<file path="src/hw/rtl/dtq_pkg.sv">
// Shared types, constants and helpers of the deadline timer queue.
package dtq_pkg;

	localparam int NUM_TIMERS = 64;
	localparam int IDX_W      = $clog2(NUM_TIMERS);
	localparam int CNT_W      = $clog2(NUM_TIMERS + 1);
	localparam int TIME_W     = 48;
	localparam int PER_W      = 32;
	localparam int WIN_W      = 24;
	localparam int ID_W       = 6;

	localparam logic [WIN_W-1:0] WIN_RESET = 24'd3600000;

	localparam logic [2:0] OP_ADD     = 3'd0;
	localparam logic [2:0] OP_CANCEL  = 3'd1;
	localparam logic [2:0] OP_REFRESH = 3'd2;
	localparam logic [2:0] OP_RESET   = 3'd3;
	localparam logic [2:0] OP_POLL    = 3'd4;
	localparam logic [2:0] OP_QUERY   = 3'd5;

	localparam logic [1:0] ST_OK       = 2'd0;
	localparam logic [1:0] ST_INACTIVE = 2'd1;
	localparam logic [1:0] ST_FULL     = 2'd2;

	typedef struct packed {
		logic              active;
		logic              recurring;
		logic [PER_W-1:0]  period;
		logic [TIME_W-1:0] deadline;
		logic              mark;
	} slot_t;

	typedef struct packed {
		logic [2:0]        op;
		logic [TIME_W-1:0] now_ms;
		logic [ID_W-1:0]   timer_id;
		logic [PER_W-1:0]  period_ms;
		logic              recurring;
		logic              restart_now;
	} item_t;

	typedef struct packed {
		logic [1:0]        status;
		logic [5:0]        slot_out;
		logic              expired;
		logic [TIME_W-1:0] wait_ms;
		logic              front_notify;
		logic              any_active;
		logic              last;
	} result_t;

	function automatic logic [TIME_W-1:0] sat_add(input logic [TIME_W-1:0] a,
			input logic [PER_W-1:0] b);
		logic [TIME_W:0] s;
		s = {1'b0, a} + {{(TIME_W + 1 - PER_W){1'b0}}, b};
		return s[TIME_W] ? {TIME_W{1'b1}} : s[TIME_W-1:0];
	endfunction

endpackage

</file>
<file path="src/hw/rtl/deadline_timer_queue.sv">
// Deadline timer queue: stream ports, ring of slot cells and sequencer.
// Each request walks the ring of NUM_TIMERS cells, one per cycle; the result is registered at the
// end of the pass, and no new request is taken until that result has been handed to the output.
// A reset that changes a slot adds a write pass before its result.
// Poll with n > 0 due: a select pass per due timer gives one result each, the last with m_tlast;
// a full output stalls the passes. arst_n clears slots, poll time, notify flag.
module deadline_timer_queue import dtq_pkg::*; (
	input  logic        clk,
	input  logic        arst_n,
	input  logic        s_tvalid,
	output logic        s_tready,
	input  logic [87:0] s_tdata,  // now_ms[47:0], timer_id[53:48], period_ms[85:54],
	                              // recurring[86], restart_now[87]
	input  logic [2:0]  s_tuser,  // op[2:0]
	output logic        m_tvalid,
	input  logic        m_tready,
	output logic [63:0] m_tdata,  // status[1:0], slot_out[7:2], expired[8], wait_ms[56:9],
	                              // front_notify[57], any_active[58], zero[63:59]
	output logic        m_tlast,
	input  logic        cfg_valid,
	output logic        cfg_ready,
	input  logic [23:0] cfg_data
);

	logic [WIN_W-1:0] win_q;
	item_t            item;
	result_t          res;
	slot_t            wb;
	slot_t            cq [NUM_TIMERS];
	logic             shift;

	assign cfg_ready = 1'b1;

	always_ff @(posedge clk or negedge arst_n) begin
		if (!arst_n)
			win_q <= WIN_RESET;
		else if (cfg_valid)
			win_q <= cfg_data;
	end

	assign item.op          = s_tuser;
	assign item.now_ms      = s_tdata[47:0];
	assign item.timer_id    = s_tdata[53:48];
	assign item.period_ms   = s_tdata[85:54];
	assign item.recurring   = s_tdata[86];
	assign item.restart_now = s_tdata[87];

	assign m_tdata = {5'b0, res.any_active, res.front_notify, res.wait_ms, res.expired,
		res.slot_out, res.status};
	assign m_tlast = res.last;

	// ring: each cell takes its upper neighbor, the top cell takes the write-back
	for (genvar k = 0; k < NUM_TIMERS; k++) begin : g_cell
		if (k == NUM_TIMERS - 1) begin : g_top
			dtq_cell u_cell (.clk(clk), .arst_n(arst_n), .shift(shift), .d(wb), .q(cq[k]));
		end else begin : g_mid
			dtq_cell u_cell (.clk(clk), .arst_n(arst_n), .shift(shift), .d(cq[k+1]),
				.q(cq[k]));
		end
	end

	dtq_seq u_seq (
		.clk      (clk),
		.arst_n   (arst_n),
		.in_valid (s_tvalid),
		.in_ready (s_tready),
		.item     (item),
		.win      (win_q),
		.out_valid(m_tvalid),
		.out_ready(m_tready),
		.result   (res),
		.head     (cq[0]),
		.wb       (wb),
		.shift    (shift)
	);

endmodule

</file>
<file path="src/hw/rtl/dtq_cell.sv">
// One timer slot of the ring; takes its neighbor's contents on every shift.
module dtq_cell import dtq_pkg::*; (
	input  logic  clk,
	input  logic  arst_n,
	input  logic  shift,
	input  slot_t d,
	output slot_t q
);

	logic              active_q, mark_q, recurring_q;
	logic [PER_W-1:0]  period_q;
	logic [TIME_W-1:0] deadline_q;

	always_ff @(posedge clk or negedge arst_n) begin
		if (!arst_n) begin
			active_q <= 1'b0;
			mark_q   <= 1'b0;
		end else if (shift) begin
			active_q <= d.active;
			mark_q   <= d.mark;
		end
	end

	always_ff @(posedge clk) begin
		if (shift) begin
			recurring_q <= d.recurring;
			period_q    <= d.period;
			deadline_q  <= d.deadline;
		end
	end

	assign q = {active_q, recurring_q, period_q, deadline_q, mark_q};

endmodule

</file>
<file path="src/hw/rtl/dtq_seq.sv">
// Sequencer: runs ring passes over the slot cells and builds the results.
module dtq_seq import dtq_pkg::*; (
	input  logic             clk,
	input  logic             arst_n,
	input  logic             in_valid,
	output logic             in_ready,
	input  item_t            item,
	input  logic [WIN_W-1:0] win,
	output logic             out_valid,
	input  logic             out_ready,
	output result_t          result,
	input  slot_t            head,
	output slot_t            wb,
	output logic             shift
);

	typedef enum logic [2:0] {S_IDLE, S_PASS, S_DONE, S_CALC_A, S_CALC_B, S_EMIT} state_t;
	typedef enum logic [1:0] {PH_MAIN, PH_WRITE, PH_SELECT, PH_FLUSH} phase_t;

	localparam logic [IDX_W-1:0] LAST_IDX = IDX_W'(NUM_TIMERS - 1);

	state_t            state_q;
	phase_t            phase_q, next_phase_q;
	logic              then_pass_q;
	logic [IDX_W-1:0]  pidx_q, sel_q, upd_sel_q;
	logic [CNT_W-1:0]  ncnt_q;
	logic              found_q, blk_q, any_q, anyon_q, anyaf_q, upd_v_q;
	logic              fnotif_q, roll_q, ok_id_q;
	logic [TIME_W-1:0] best_q, newdl_q, cur_dl_q, prev_poll_q;
	logic [PER_W-1:0]  cur_per_q;
	item_t             it_q;
	result_t           res_q;
	logic              out_valid_q;
	result_t           result_q;

	logic hit, upd, take, cand, blk, due;
	logic [TIME_W-1:0] back_dist;

	result_t done_res;
	state_t  done_state;
	logic    done_then;
	logic    emit;

	assign in_ready  = (state_q == S_IDLE);
	assign shift     = (state_q == S_PASS);
	assign back_dist = prev_poll_q - item.now_ms;
	assign out_valid = out_valid_q;
	assign result    = result_q;
	assign emit      = (state_q == S_EMIT) && (!out_valid_q || out_ready);

	always_comb begin
		hit  = ok_id_q && (32'(it_q.timer_id) == 32'(pidx_q));
		upd  = upd_v_q && (pidx_q == upd_sel_q);
		wb   = head;
		take = 1'b0;
		cand = 1'b0;
		blk  = 1'b0;
		due  = 1'b0;
		case (it_q.op)
			OP_ADD: begin
				take = !head.active && !found_q;
				if (take) begin
					wb.active    = 1'b1;
					wb.recurring = it_q.recurring;
					wb.period    = it_q.period_ms;
					wb.deadline  = newdl_q;
				end
				blk = head.active && (head.deadline < newdl_q ||
					(head.deadline == newdl_q && !found_q));
			end
			OP_CANCEL: begin
				if (hit && head.active)
					wb.active = 1'b0;
			end
			OP_REFRESH: begin
				if (hit && head.active)
					wb.deadline = sat_add(it_q.now_ms, head.period);
			end
			OP_RESET: begin
				if (phase_q == PH_WRITE) begin
					if (hit) begin
						wb.period   = it_q.period_ms;
						wb.deadline = newdl_q;
					end
					blk = head.active && !hit && (head.deadline < newdl_q ||
						(head.deadline == newdl_q &&
						32'(pidx_q) < 32'(it_q.timer_id)));
				end
			end
			OP_QUERY: begin
				cand = head.active && (!found_q || head.deadline < best_q);
			end
			OP_POLL: begin
				if (phase_q == PH_MAIN) begin
					due     = head.active && (roll_q || head.deadline <= it_q.now_ms);
					wb.mark = due;
				end else begin
					if (upd) begin
						wb.mark = 1'b0;
						if (head.recurring)
							wb.deadline = sat_add(it_q.now_ms, head.period);
						else
							wb.active = 1'b0;
					end
					if (phase_q == PH_SELECT)
						cand = head.mark && !upd && (!found_q || head.deadline < best_q);
				end
			end
			default: ;
		endcase
	end

	// end-of-pass decision: result fields and where to go next
	always_comb begin
		done_res            = '0;
		done_res.any_active = any_q;
		done_res.last       = 1'b1;
		done_then           = 1'b0;
		done_state          = S_EMIT;
		case (it_q.op)
			OP_ADD: begin
				if (!found_q) begin
					done_res.status = ST_FULL;
				end else begin
					done_res.slot_out     = 6'(sel_q);
					done_res.front_notify = !blk_q && !fnotif_q;
				end
			end
			OP_CANCEL, OP_REFRESH: begin
				done_res.status = found_q ? ST_OK : ST_INACTIVE;
			end
			OP_RESET: begin
				if (phase_q == PH_WRITE)
					done_res.front_notify = !blk_q && !fnotif_q;
				else if (!ok_id_q)
					done_res.status = ST_INACTIVE;
				else if (it_q.period_ms == cur_per_q && !it_q.restart_now)
					done_res.status = ST_OK;
				else if (!found_q)
					done_res.status = ST_INACTIVE;
				else
					done_state = S_CALC_A;
			end
			OP_QUERY: begin
				done_res.any_active = found_q;
				if (!found_q)
					done_res.wait_ms = {TIME_W{1'b1}};
				else if (it_q.now_ms >= best_q)
					done_res.wait_ms = '0;
				else
					done_res.wait_ms = best_q - it_q.now_ms;
			end
			OP_POLL: begin
				case (phase_q)
					PH_MAIN: begin
						done_res.any_active = anyon_q;
						if (anyon_q && ncnt_q != '0)
							done_state = S_PASS;
					end
					PH_SELECT: begin
						done_res.slot_out   = 6'(sel_q);
						done_res.expired    = 1'b1;
						done_res.any_active = anyaf_q;
						done_res.last       = (ncnt_q == CNT_W'(1));
						done_then           = 1'b1;
					end
					default: done_state = S_IDLE;
				endcase
			end
			default: ;
		endcase
	end

	always_ff @(posedge clk or negedge arst_n) begin
		if (!arst_n)
			out_valid_q <= 1'b0;
		else if (emit)
			out_valid_q <= 1'b1;
		else if (out_ready)
			out_valid_q <= 1'b0;
	end

	always_ff @(posedge clk) begin
		if (emit)
			result_q <= res_q;
	end

	always_ff @(posedge clk or negedge arst_n) begin
		if (!arst_n) begin
			state_q     <= S_IDLE;
			fnotif_q    <= 1'b0;
			prev_poll_q <= '0;
			upd_v_q     <= 1'b0;
			phase_q     <= PH_MAIN;
		end else begin
			case (state_q)
				S_IDLE: begin
					if (in_valid) begin
						it_q    <= item;
						ok_id_q <= (32'(item.timer_id) < 32'(NUM_TIMERS));
						newdl_q <= sat_add(item.now_ms, item.period_ms);
						roll_q  <= (item.now_ms < prev_poll_q) &&
							(back_dist > {{(TIME_W - WIN_W){1'b0}}, win});
						phase_q <= PH_MAIN;
						upd_v_q <= 1'b0;
						anyaf_q <= 1'b0;
						ncnt_q  <= '0;
						found_q <= 1'b0;
						blk_q   <= 1'b0;
						any_q   <= 1'b0;
						anyon_q <= 1'b0;
						pidx_q  <= '0;
						state_q <= S_PASS;
					end
				end
				S_PASS: begin
					if (take || cand) begin
						found_q <= 1'b1;
						sel_q   <= pidx_q;
						best_q  <= head.deadline;
					end
					if (hit && phase_q == PH_MAIN && (it_q.op == OP_CANCEL ||
							it_q.op == OP_REFRESH || it_q.op == OP_RESET)) begin
						found_q   <= head.active;
						cur_per_q <= head.period;
						cur_dl_q  <= head.deadline;
					end
					blk_q   <= blk_q | blk;
					any_q   <= any_q | wb.active;
					anyon_q <= anyon_q | head.active;
					if (due)
						ncnt_q <= ncnt_q + 1'b1;
					if (phase_q == PH_MAIN && head.active && (!due || head.recurring))
						anyaf_q <= 1'b1;
					if (pidx_q == LAST_IDX) begin
						pidx_q  <= '0;
						state_q <= S_DONE;
					end else begin
						pidx_q <= pidx_q + 1'b1;
					end
				end
				S_DONE: begin
					res_q       <= done_res;
					then_pass_q <= done_then;
					state_q     <= done_state;
					case (it_q.op)
						OP_ADD: begin
							if (found_q && !blk_q)
								fnotif_q <= 1'b1;
						end
						OP_RESET: begin
							if (phase_q == PH_WRITE && !blk_q)
								fnotif_q <= 1'b1;
						end
						OP_QUERY: fnotif_q <= 1'b0;
						OP_POLL: begin
							case (phase_q)
								PH_MAIN: begin
									if (anyon_q)
										prev_poll_q <= it_q.now_ms;
									if (anyon_q && ncnt_q != '0) begin
										phase_q <= PH_SELECT;
										found_q <= 1'b0;
									end
								end
								PH_SELECT: begin
									ncnt_q       <= ncnt_q - 1'b1;
									upd_v_q      <= 1'b1;
									upd_sel_q    <= sel_q;
									next_phase_q <= (ncnt_q == CNT_W'(1)) ?
										PH_FLUSH : PH_SELECT;
								end
								default: upd_v_q <= 1'b0;
							endcase
						end
						default: ;
					endcase
				end
				S_CALC_A: begin
					if (it_q.restart_now)
						newdl_q <= it_q.now_ms;
					else if (cur_dl_q >= TIME_W'(cur_per_q))
						newdl_q <= cur_dl_q - TIME_W'(cur_per_q);
					else
						newdl_q <= '0;
					state_q <= S_CALC_B;
				end
				S_CALC_B: begin
					newdl_q <= sat_add(newdl_q, it_q.period_ms);
					phase_q <= PH_WRITE;
					blk_q   <= 1'b0;
					any_q   <= 1'b0;
					state_q <= S_PASS;
				end
				S_EMIT: begin
					if (emit) begin
						if (then_pass_q) begin
							phase_q <= next_phase_q;
							found_q <= 1'b0;
							state_q <= S_PASS;
						end else begin
							state_q <= S_IDLE;
						end
					end
				end
				default: state_q <= S_IDLE;
			endcase
		end
	end

endmodule

</file>
<file path="config.mk">
export PLATFORM = sky130hd
export DESIGN_NAME = deadline_timer_queue
export DESIGN_NICKNAME = d
export VERILOG_FILES = /design/src/hw/rtl/dtq_pkg.sv /design/src/hw/rtl/deadline_timer_queue.sv /design/src/hw/rtl/dtq_cell.sv /design/src/hw/rtl/dtq_seq.sv
export SDC_FILE = /design/constraint.sdc
export NUM_CORES = 2
export LEC_CHECK = 0
export BUFFER_PORTS_ARGS = -buffer_cell sky130_fd_sc_hd__buf_2
export CAP_MARGIN = 40
export CELL_PAD_IN_SITES_DETAIL_PLACEMENT = 2
export CELL_PAD_IN_SITES_GLOBAL_PLACEMENT = 2
export CORE_MARGIN = 4
export CORE_UTILIZATION = 45
export CTS_CLUSTER_DIAMETER = 30
export CTS_CLUSTER_SIZE = 10
export DETAILED_ROUTE_END_ITERATION = 10
export GPL_ROUTABILITY_DRIVEN = 0
export PLACE_DENSITY_LB_ADDON = 0.1
export SYNTH_ARGS = -nofsm -noshare
export SYNTH_HDL_FRONTEND = slang
export SYNTH_SLANG_ARGS = --single-unit
</file>
<file path="constraint.sdc">
create_clock -name clk -period 296.6 [get_ports clk]
set_clock_uncertainty 0.05 [all_clocks]
set_input_delay 44.49 -clock clk [delete_from_list [all_inputs] [get_ports clk]]
set_output_delay 44.49 -clock clk [all_outputs]
set_load 0.03 [all_outputs]
</file>
==> metrics.yaml, run 1 <==
yosysMostFrequentCell: "edfxtp_1"
yosys-top-cells-count: "edfxtp_1 (5603), nand2_1 (690), ha_1 (402)"
yosys.area.top_type: "edfxtp_1"
port_buffers: 181
yosysTopAreaCellShare: 0.850
async_flop_share: 0.0358
ioPinCount: 188
synth_top_flop_cell: "edfxtp_1"
synth_seq_cells: 5811
dp_hpwl_um: 433000
rows: 243
start_util: 0.452
seq_area_frac_synth: 0.876
ys_top_cells_by_area: "edfxtp_1 (85%), ha_1 (2.5%), dfrtp_1 (2.5%)"
synth.distinct_cells: 91
die_w_um: 671
synthCells: 9724
stop_stage: "detailed placement"
syn_avg_cell_area_um2: 20.4
synth-edff-count: 5603
die_h_um: 671
stop_error: "[ERROR DPL-0033] detailed placement checks failed during check placement."
syn_area_um2: 198000
yosysWarnings: 0
outcome: "did not finish"
-- cell families after synthesis --
| kind of cell | Yosys count | synth area share |
|---|---|---|
| and+or+nand+nor | 1374 | 0.0316 |
| xor gates and xnor gates | 247 | 0.0109 |
| DFF | 5811 | 0.876 |
| other | 2 | 0.0000379 |
| AOI/OAI and AO/OA | 1317 | 0.0428 |
| muxes | 48 | 0.00269 |
| adders and majority gates | 408 | 0.0260 |
| buffers and inverters | 517 | 0.0100 |
-- per-stage QoR --
step / worst slack [ns] / hold slack, ns / cells
floorplan: 126.21 / 0.350 / 9728
global placement: 245.45 / 0.350 / 15700
==> inputs of run 2 (changes only) <==
- CELL_PAD_IN_SITES_DETAIL_PLACEMENT: 2 -> not set
- CELL_PAD_IN_SITES_GLOBAL_PLACEMENT: 2 -> not set
- CORE_UTILIZATION: 45 -> 30
- CTS_CLUSTER_DIAMETER: 30 -> not set
- CTS_CLUSTER_SIZE: 10 -> not set
- PLACE_DENSITY_LB_ADDON: 0.1 -> 0.15
==> run 2 against run 1 <==
The flow now finishes without violations. Synthesized cell count did not move. Synthesized area did not move.
==> metrics.yaml, run 2 <==
synthCells: 9724
seq_area_frac_synth: 0.876
drive_gt1_frac: 0.116
ioPinCount: 188
grt_overflow: 0
drc: 0
yosys.area.top_type: "edfxtp_1"
hp-start: "g_cell[3].g_mid.u_cell.period_q[25]"
hold_depth: 0
grt_pass1_wl_um: 595000
yosys-top-cells-count: "edfxtp_1 (5603), nand2_1 (690), ha_1 (402)"
cp-end-kind: "flop"
detail_route.first_pass.iterations: 6
ctsHtreeMaxLevel: 6
hold_end: "g_cell[2].g_mid.u_cell.period_q[25]"
rsz0062_at_grt: "no"
drv_cap: 0
rows: 298
wl_per_cell_um: 20.5
root_buffer: "clkbuf_16"
min_path_type: "reg -> reg"
syn_avg_cell_area_um2: 20.4
r2r-start: "u_seq.state_q[0]"
synth.distinct_cells: 91
vias_per_cell: 4.48
synth_top_flop_cell: "edfxtp_1"
yosysTopAreaCellShare: 0.850
dp_hpwl_um: 249000
largest_register_ffs: 3024
core_area_um2: 658000
numClockSinks: 5811
critPathKind: "in -> reg"
slew_headroom: 0.0297
synth-edff-count: 5603
power_leakage_nw: 74.8
syn_area_um2: 198000
clk_pin_slew_ns: 0.06
cp.arrival_ns: 50.21
synth_seq_cells: 5811
port_buffers: 181
drv_slew: 0
ctsHoldBuffers: 0
worst-r2r-setup-slack_ns: 288.53
crit_buf_inv: 2
hold_viol_final: 0
post_cts_buffers: 0
layout_common_cells: "edfxtp_1 (5603), nand2_1 (689), clkbuf_16 (633)"
ir_drop_uv: 11.8
setup_tns_ns: 0
ys_top_cells_by_area: "edfxtp_1 (85%), ha_1 (2.5%), dfrtp_1 (2.5%)"
power.density_nw_per_um2: 10.9
finalSetupViolCount: 0
yosysMostFrequentCell: "edfxtp_1"
crit_start: "s_tdata[3]"
cp_slowest_stage_delay_ns: 0.74
r2r_cells: 13
syn_to_final_growth_pct: 16.6
first_global_vias: 89200
fin_util: 0.351
die_area_um2: 673000
tritoncts: "done"
fmax_ghz: 0.0202
drtIter0Drc: 8712
clock_latency_ns: 1.10
postRouteAntennaNets: 0
start_util: 0.301
cp-start-kind: "input port"
path_cells: "buf_2, inv_1, ha_1, and4_1, a21boi_4, o311ai_4, a21oi_1, a31oi_1, o21ai_0, a31oi_1, xnor2_1, ha_1, nand4_1, nor3_1, nand3_1, a2111oi_0, nand4b_1, nor4_1, nor4bb_1, a41oi_1"
routed_wl_um: 405000
dpl_cell_area_um2: 211000
grt_start_max_net_pins: 212
async_flop_share: 0.0358
num_vias: 88500
die_h_um: 820
crit_family: "compound AO/OA/AOI/OAI gates"
n_fill_cell: 60800
cts_resized: 0
r2r-end: "g_cell[27].g_mid.u_cell.period_q[1]"
final_area_um2: 231000
crit_fanout: 5
cts_buffer_depth: 4
cp.required_ns: 297.35
yosysWarnings: 0
die_w_um: 820
final_common_cell: "edfxtp_1"
grt_usage: 0.116
nets: 11000
top_regs: "g_cell.g_mid.u_cell.deadline_q x3024, g_cell.g_mid.u_cell.period_q x2016, u_seq.it_q x91"
antenna_found_initial: 106
regMostFlops: "g_cell.g_mid.u_cell.deadline_q"
slowest_stage: "a2111oi_0"
finalCritPeriodShare: 0.167
tightest_slew_ns: 1.46
outcome: "completed"
min_period_ns: 49.46
cts_buffers: 624
-- run 2: report_power, final --
group | internal (mW) | switching, mW
sequential | 1.38 | 0.0845
combinational | 0.0539 | 0.255
clock | 0.428 | 0.318
total | 1.86 | 0.658
-- run 2: layer usage --
layer,routed length (um),track usage
met2,172000,0.168
met5,268,0
met3,27100,0.0280
met1,190000,0.168
met4,15500,0.0435
-- run 2: worst max-delay path by stage --
| stage | slack, ns | endpoint | depth (start not counted) |
|---|---|---|---|
| global placement | 245.94 | u_seq.roll_q | 22 |
| CTS | 247.17 | u_seq.roll_q | 20 |
| global route | 246.87 | u_seq.roll_q | 20 |
| finish | 247.14 | u_seq.roll_q | 20 |
| floorplan | 126.21 | u_seq.anyaf_q | 6 |
| detailed placement | 245.94 | u_seq.roll_q | 20 |
-- run 2: cells by family (layout without fill, tap and decap cells) --
kind of cell,after synthesis,after routing,share of synthesized area
DFF,5811,5811,0.876
and+or+nand+nor,1374,1374,0.0316
AOI/OAI and AO/OA,1317,1317,0.0428
buffers and inverters,517,1793,0.0100
adders and majority gates,408,408,0.0260
xor gates and xnor gates,247,247,0.0109
muxes,48,48,0.00269
other,2,33,0.0000379
-- run 2: final cells by class --
type / instances / area (um^2) / share of cell area
antenna: 27 / 67.6 / 0.000293
clock buffer: 794 / 16600 / 0.0717
clock inverter: 328 / 3170 / 0.0137
inverter: 333 / 1260 / 0.00545
multi-input combinational: 3400 / 22700 / 0.0983
sequential: 5811 / 173000 / 0.751
tap: 8700 / 10900 / 0.0471
timing repair buffer: 338 / 2800 / 0.0121
-- run 2: metrics by stage --
stage          instances  worst slack (ns)  total power, mW  hold slack (ns)
6_report           19700            247.14             2.52            0.325
5_1_grt            19700            246.87             2.65            0.336
4_1_cts            19700            247.17             2.57            0.317
3_5_place_dp       18600            245.94             1.80            0.355
3_3_place_gp       18500            245.94             1.77            0.350
2_1_floorplan       9728            126.21             4.51            0.350
(Power assumes the default switching activity.)
